**config.mk**
```make
export PLATFORM = sky130hd
export DESIGN_NAME = srsr_rsp_queue
export DESIGN_NICKNAME = d
export VERILOG_FILES = /design/src/hw/rtl/srsr_pkg.sv /design/src/hw/rtl/srsr_rsp_queue.sv
export SDC_FILE = /design/constraint.sdc
export NUM_CORES = 1
export LEC_CHECK = 0
export BUFFER_PORTS_ARGS = -buffer_cell sky130_fd_sc_hd__buf_4
export CAP_MARGIN = 20
export CORE_ASPECT_RATIO = 2
export CORE_MARGIN = 2
export CORE_UTILIZATION = 45
export DETAILED_ROUTE_END_ITERATION = 8
export HOLD_SLACK_MARGIN = 0.02
export PLACE_DENSITY = 0.64
export SLEW_MARGIN = 20
export SYNTH_ARGS = -nofsm -noshare
export SYNTH_HDL_FRONTEND = slang
export SYNTH_SLANG_ARGS = --single-unit
```
**constraint.sdc**
```tcl
create_clock -name clock -period 2.4 [get_ports clock]
set_input_delay 0.36 -clock clock [delete_from_list [all_inputs] [get_ports clock]]
set_output_delay 0.36 -clock clock [all_outputs]
set_load 0.02 [all_outputs]
```
**src/hw/rtl/srsr_pkg.sv**
```systemverilog
// Shared types and constants for the sprite row shrink renderer.
// Holds the pixel-skip ROM, the command and result structs and the queue sizes.
// No dependencies.
package srsr_pkg;

   localparam int PALETTE_COUNT = 256;
   localparam int PAL_DEPTH     = PALETTE_COUNT * 16;
   localparam int PAL_ADDR_W    = $clog2(PAL_DEPTH);
   // palette_number is compared against the palette count at this width
   localparam int PAL_CMP_W     = 13;
   localparam logic [PAL_CMP_W-1:0] PAL_LIMIT = PAL_CMP_W'(PALETTE_COUNT);

   localparam int ROW_PIXELS = 16;
   localparam int CMD_DEPTH  = 2;
   localparam int CMD_PTR_W  = $clog2(CMD_DEPTH);
   localparam int CMD_CNT_W  = $clog2(CMD_DEPTH + 1);
   localparam int RSP_DEPTH  = 4;
   localparam int RSP_PTR_W  = $clog2(RSP_DEPTH);
   localparam int RSP_CNT_W  = $clog2(RSP_DEPTH + 1);

   typedef enum logic {
      OP_DRAW      = 1'b0,
      OP_PAL_WRITE = 1'b1
   } opcode_type;

   // bit p set: destination position p is kept for that shrink code
   localparam logic [15:0] KEEP_ROM [16] = '{
      16'h0100, 16'h0110, 16'h1110, 16'h1114,
      16'h5114, 16'h5154, 16'h5554, 16'h5555,
      16'h5755, 16'h575D, 16'hD75D, 16'hD7DD,
      16'hF7DD, 16'hF7DF, 16'hFFDF, 16'hFFFF
   };

   typedef struct packed {
      opcode_type                  op;
      logic [ROW_PIXELS-1:0][3:0]  pix;      // indices in destination order
      logic [ROW_PIXELS-1:0]       keep;
      logic [3:0]                  code;
      logic                        opaque;
      logic                        pal_ok;
      logic [7:0]                  pal;
      logic [3:0]                  color_index;
      logic [15:0]                 color_value;
   } cmd_type;

   typedef struct packed {
      logic [3:0]  slot_offset;
      logic [15:0] color;
      logic        write_pixel;
      logic        end_of_row;
   } rsp_type;

endpackage

```
**src/hw/rtl/srsr_rsp_queue.sv**
```systemverilog
// Result queue between the palette read stage and the rsp_ ports.
// Four entries; the back end only pushes when it holds a credit.
// Depends on srsr_pkg.
module srsr_rsp_queue
   import srsr_pkg::*;
(
   input  logic                 clock,
   input  logic                 reset,
   input  logic                 push,
   input  rsp_type              item,
   output logic [RSP_CNT_W-1:0] count,
   input  logic                 pop,
   output logic                 empty,
   output rsp_type              head
);

   rsp_type              entry [RSP_DEPTH];
   logic [RSP_PTR_W-1:0] wr_ptr_ff, wr_ptr_in;
   logic [RSP_PTR_W-1:0] rd_ptr_ff, rd_ptr_in;
   logic [RSP_CNT_W-1:0] count_ff, count_in;
   logic                 take;

   assign empty = (count_ff == '0);
   assign take  = pop && !empty;
   assign count = count_ff;
   assign head  = entry[rd_ptr_ff];

   always_comb begin
      wr_ptr_in = push ? wr_ptr_ff + 1'b1 : wr_ptr_ff;
      rd_ptr_in = take ? rd_ptr_ff + 1'b1 : rd_ptr_ff;
      count_in  = count_ff + RSP_CNT_W'(push) - RSP_CNT_W'(take);
   end

   always_ff @(posedge clock) begin
      if (reset) begin
         wr_ptr_ff <= '0;
         rd_ptr_ff <= '0;
         count_ff  <= '0;
      end else begin
         wr_ptr_ff <= wr_ptr_in;
         rd_ptr_ff <= rd_ptr_in;
         count_ff  <= count_in;
      end
   end

   always_ff @(posedge clock) begin
      if (push) begin
         entry[wr_ptr_ff] <= item;
      end
   end

`ifndef NO_ASSERTIONS
   a_no_overflow: assert property (@(posedge clock) disable iff (reset)
      !(push && !take && count_ff == RSP_CNT_W'(RSP_DEPTH)))
      else $error("result queue overflow");
   a_push_seen: assert property (@(posedge clock) disable iff (reset)
      push |=> !empty)
      else $error("pushed result not visible");
`endif

endmodule

```
==> results of run 1 <==
==> flip-flops by register name (all words and copies together) (netlist names), named ones only <==
signal / count
count: 3
wr_ptr_ff: 2
entry: 88
rd_ptr_ff: 2
==> critical path: stages, from the launching register on <==
cell and delay (ns):
dfxtp_2 0.45, buf_4 0.25, mux4_2 0.56, buf_4 0.18
==> layout by cell type, fill, tap and decap left out, drive strengths merged <==
cell type / count
and2: 4
buf: 58
bufinv: 2
clkbuf: 9
clkinv: 3
clkinvlp: 1
dfxtp: 9
edfxtp: 88
fa: 1
ha: 6
inv: 6
mux2: 3
mux2i: 1
mux4: 22
nor2: 6
nor2b: 3
nor3: 1
o311ai: 1
o31a: 1
xnor2: 1
xnor3: 1
==> Yosys cell counts <==
cell,n
nor2_1,6
o31a_1,1
mux4_1,2
mux2i_1,1
fa_1,1
xnor2_1,1
edfxtp_1,88
mux4_2,20
nor3_1,1
ha_1,6
o311ai_0,1
buf_6,2
xnor3_1,1
inv_1,5
dfxtp_1,9
and2_1,4
buf_2,2
mux2_2,3
nor2b_1,3
clkbuf_1,1
==> final cells by class <==
cell class,count,area (um^2)
clock inverters,7,93.8
well taps,96,120
inverters,5,18.8
fillers,588,3390
flip-flops and latches,97,2820
clock buffers,9,225
multi-input cells,51,762
repair buffers,58,448
==> final timing paths <==
check	from	end	depth (start not counted)
setup / recovery	flop	head[12]	3
hold / removal	item[11]	entry[2][11]	1
setup reg to reg	count[1]	count[2]	8
hold reg to reg	wr_ptr_ff[0]	wr_ptr_ff[0]	2
==> stage by stage <==
stage                     instance area (um^2)  setup WS, ns  hold slack (ns)  instances  total power, W
after global placement                    4170         0.515            0.535        307         0.00308
after global routing                      4490         0.177            0.211        323         0.00476
after floorplan                           3640         0.445            0.459        158         0.00272
after detailed placement                  4170         0.383            0.564        307         0.00315
final                                     4490         0.261            0.225        323         0.00457
after CTS                                 4490         0.229            0.211        323         0.00462
==> power by group <==
part	internal (W)	switching, W
Clock	0.000911	0.000567
Sequential	0.00196	0.0000769
Combinational	0.000538	0.000519
Total	0.00341	0.00116
==> routing by layer <==
metal | vias to the layer above | track usage, % | wire [um]
met2 | 44 | 27.6 | 3630
met5 | - | 0 | 0
met1 | 890 | 17.7 | 2310
met3 | 11 | 4.62 | 290
li1 | 773 | - | -
met4 | 0 | 7.14 | 124
==> cell families after synthesis <==
family                     count (synthesis)
adders and majority gates                  7
xor gates and xnor gates                   2
buffers and inverters                     10
muxes                                     26
and+or+nand+nor                           14
DFF                                       97
AOI/OAI and AO/OA                          2
==> metrics.txt, run 1 <==
P per Cell Area 1020 nW/um^2; Routed Antenna Nets 0; Sink Count 97; H-Tree Depth 3; critical path data arrival time 1.78 ns; Seq/Total Area, Yosys 77.6%; initial core utilization 46.2%; Vias 1718; P_leak 1.59 nW; Slew @ Worst Pin 0.448 ns; DR WL/cell 19.7 um; diode count 0; CTS max path bufs 2; Synth Area in Compound Gates 0.481%; clock-pin transition on the worst setup and hold timing paths 0.06 ns; total wire length 6360 um; setup TNS 0 ns; dpl hpwl 4500 um; num rows 46; top post-synthesis cells by area edfxtp_1 (73%), mux4_2 (12%), dfxtp_1 (5.0%); Synth Area in XOR/XNOR 0.859%; clock root buffer clkbuf_16; total grt overflow 0; period utilization 89.1%; Synth Area in Adders 2.61%; die height 131 um; Slew headroom 69.7%; share of layout cells above drive strength 1 42.7%; Detailed Routing Iterations Pass 1 4; I/O pin count 52; cells after synthesis 158; FF-to-FF setup slack 0.37 ns; Max Clock Freq 468 MHz; fin crit period 2.14 ns; CTS tree done; drt drc 0; largest vdd supply drop 0.000899 V; Hold Path Class in -> reg; top-area cell type share of the netlist area 72.6%; CTS Hold Bufs 0; Finished Core Util 57.0%; GR Util All Layers 16.1%; vias in the first global route 1892; Syn Nets 191; largest family of logic cells by synthesized area multiplexers; Hold Fails Final Rpt 0; Synth Area in Simple Gates 1.96%; Via density 5.32; post-CTS sizing 0; Layout Skew 0.00378 ns; Syn Area/Cell 23.0 um^2; worst path required time 2.04 ns; largest area contributor in the netlist edfxtp_1; Final nets 255; initial antenna violation count 0; largest net degree at the start of global routing 23; Final Max Slew Viols 0; Worst setup EP type primary output; die width 67.6 um; clk_lat worst skew 0.33 ns; die area 8870 um^2; critical path launch point type flop; Buffers on Ports 51; register bit total from synthesis 97; initial drt markers 106; mux share of post-synthesis cell area 15.0%; Layout area overhead 23.4%; crit path kind reg -> out; Crit Path Max Fanout 7; Post CTS Setup Buffer Count 0; post-synth cell types 20; Setup-failing EPs final 0; global-route wire length before repair 9810 um; routability congestion estimate 0.701; core footprint 7890 um^2; Num CTS Buffers 9; Mapped Area 3640 um^2; warnings from Yosys 0; Max-Cap Viols 0; status completed; unrepaired setup endpoints after global routing no
No activity file was read; power rests on OpenSTA's default activity.
==> run 2, diff against run 1 <==
CORE_ASPECT_RATIO = 0.6   (was 2)
clock period = 2 ns   (was 2.4 ns; I/O delays follow)
==> run 2 against run 1 <==
  * Setup slack got worse by 0.20 ns
  * Critical path type unchanged
  * Die area fell by 0.22%
  * Count of clock-buffer cells in the layout rose by 1
  * Clock power rose by 10%
  * Total power rose by 17%
==> metrics.txt, run 2 (synthesis results as in run 1) <==
largest vdd supply drop 0.000559 V (-38%); setup TNS 0 ns (unchanged); initial antenna violation count 0 (unchanged); Hold Fails Final Rpt 0 (unchanged); CTS max path bufs 2 (unchanged); critical path launch point type flop; Final nets 256 (+0.39%); Num CTS Buffers 9 (unchanged); clock-pin transition on the worst setup and hold timing paths 0.06 ns (about the same); final setup margin 0.0615 ns (-0.200 ns); die height 73.7 um (-44%); routability congestion estimate 0.763 (+8.9%); vias in the first global route 1838 (-2.9%); CTS tree done; largest net degree at the start of global routing 23 (unchanged); commonest non-fill, non-tap cell in the layout edfxtp_1; Worst setup EP type primary output; diode count 0 (unchanged); Sink Count 97 (unchanged); Biggest register entry; Slew @ Worst Pin 0.606 ns (+0.158 ns); Worst R2R Start count[0]; Layout area overhead 23.2%; P per Cell Area 1190 nW/um^2 (+17%); total wire length 6170 um (-2.8%); Detailed Routing Iterations Pass 1 4 (unchanged); Max Clock Freq 516 MHz; critical path data arrival time 1.64 ns (-0.14 ns); clock root buffer clkbuf_16; most frequent cells in the layout edfxtp_1 (88), buf_4 (58), mux4_2 (21); clk_lat worst skew 0.33 ns (about the same); dpl ws 0.0498 ns (-0.333 ns); H-Tree Depth 3 (unchanged); GR Util All Layers 15.5% (-0.57 points); Crit Path Max Fanout 15 (+8); share of layout cells above drive strength 1 45.2% (+2.4 points); total grt overflow 0 (unchanged); status completed; initial drt markers 62 (-42%); unrepaired setup endpoints after global routing no; Buffers on Ports 51 (unchanged); Routed Antenna Nets 0 (unchanged); hold path startpoint item[7]; worst path required time 1.70 ns (-0.34 ns); Setup-failing EPs final 0 (unchanged); Max-Cap Viols 0 (unchanged); Via density 4.96 (-6.8%); max reg flops 88 (unchanged); initial core utilization 46.4% (+0.20 points); I/O pin count 52 (unchanged); die width 120 um (+78%); global-route wire length before repair 9600 um (-2.1%); period utilization 96.9%; core footprint 7850 um^2 (-0.43%); Vias 1665 (-3.1%); Post CTS Setup Buffer Count 0 (unchanged); Hold Path Class in -> reg; dpl hpwl 4110 um (-8.6%); crit path kind reg -> out; Final Max Slew Viols 0 (unchanged); drt drc 0 (unchanged); DR WL/cell 18.4 um (-6.6%); num rows 25 (-46%); die area 8850 um^2 (-0.22%); fin crit period 1.94 ns; P_leak 1.58 nW (-0.39%); Layout Skew 0.00314 ns (-0.000644 ns); Slew headroom 59.6% (-10 points)
## run 2: what timing repair did
action                                 CTS  global route
setup endpoints to repair                0             2
resized for setup                        0             4
endpoints found under the hold margin    0             0
hold buffers                             0             0
## run 2: worst max-delay path: stages, from the launching register on
cell     delay (ns)
dfxtp_2        0.35
buf_12         0.18
mux4_1         0.59
buf_4          0.18
## run 2: area by class of cell
cell class / count / area [um^2]
fill: 585 / 3370
sequential: 97 / 2830
multi-input combinational: 51 / 763
timing repair buffer: 59 / 455
clock buffer: 10 / 229
tap: 108 / 135
clock inverter: 6 / 57.6
inverter: 5 / 18.8
## run 2: final timing paths
path | endpoint | slack [ns] | cells after the start
setup / recovery | head[0] | 0.06 | 3
hold reg to reg | wr_ptr_ff[1] | 0.59 | 2
hold / removal | entry[2][7] | 0.16 | 1
setup reg to reg | count[2] | 0.11 | 8
## run 2: routing by layer
metal,global-route usage (%),wire (um)
met5,0,0
met2,26.7,3240
met1,17.9,2550
met4,6.14,87
met3,5.90,295
## run 2: per-stage QoR
step	std cells	utilization (%)	total power [W]	hold slack, ns	cell area [um^2]
6_report	336	57.1	0.00535	0.164	4490
5_1_grt	336	57.1	0.00557	0.148	4490
4_1_cts	336	57.1	0.00540	0.150	4480
2_1_floorplan	158	-	0.00327	0.399	3640
3_5_place_dp	320	53.4	0.00377	0.504	4200
3_3_place_gp	320	53.4	0.00371	0.499	4200
## run 2: where the power goes
part	switching [W]	leakage (nW)	total [W]	internal [W]
Clock	0.000667	0.144	0.00163	0.000962
Combinational	0.000638	0.552	0.00130	0.000659
Sequential	0.0000661	0.883	0.00242	0.00236
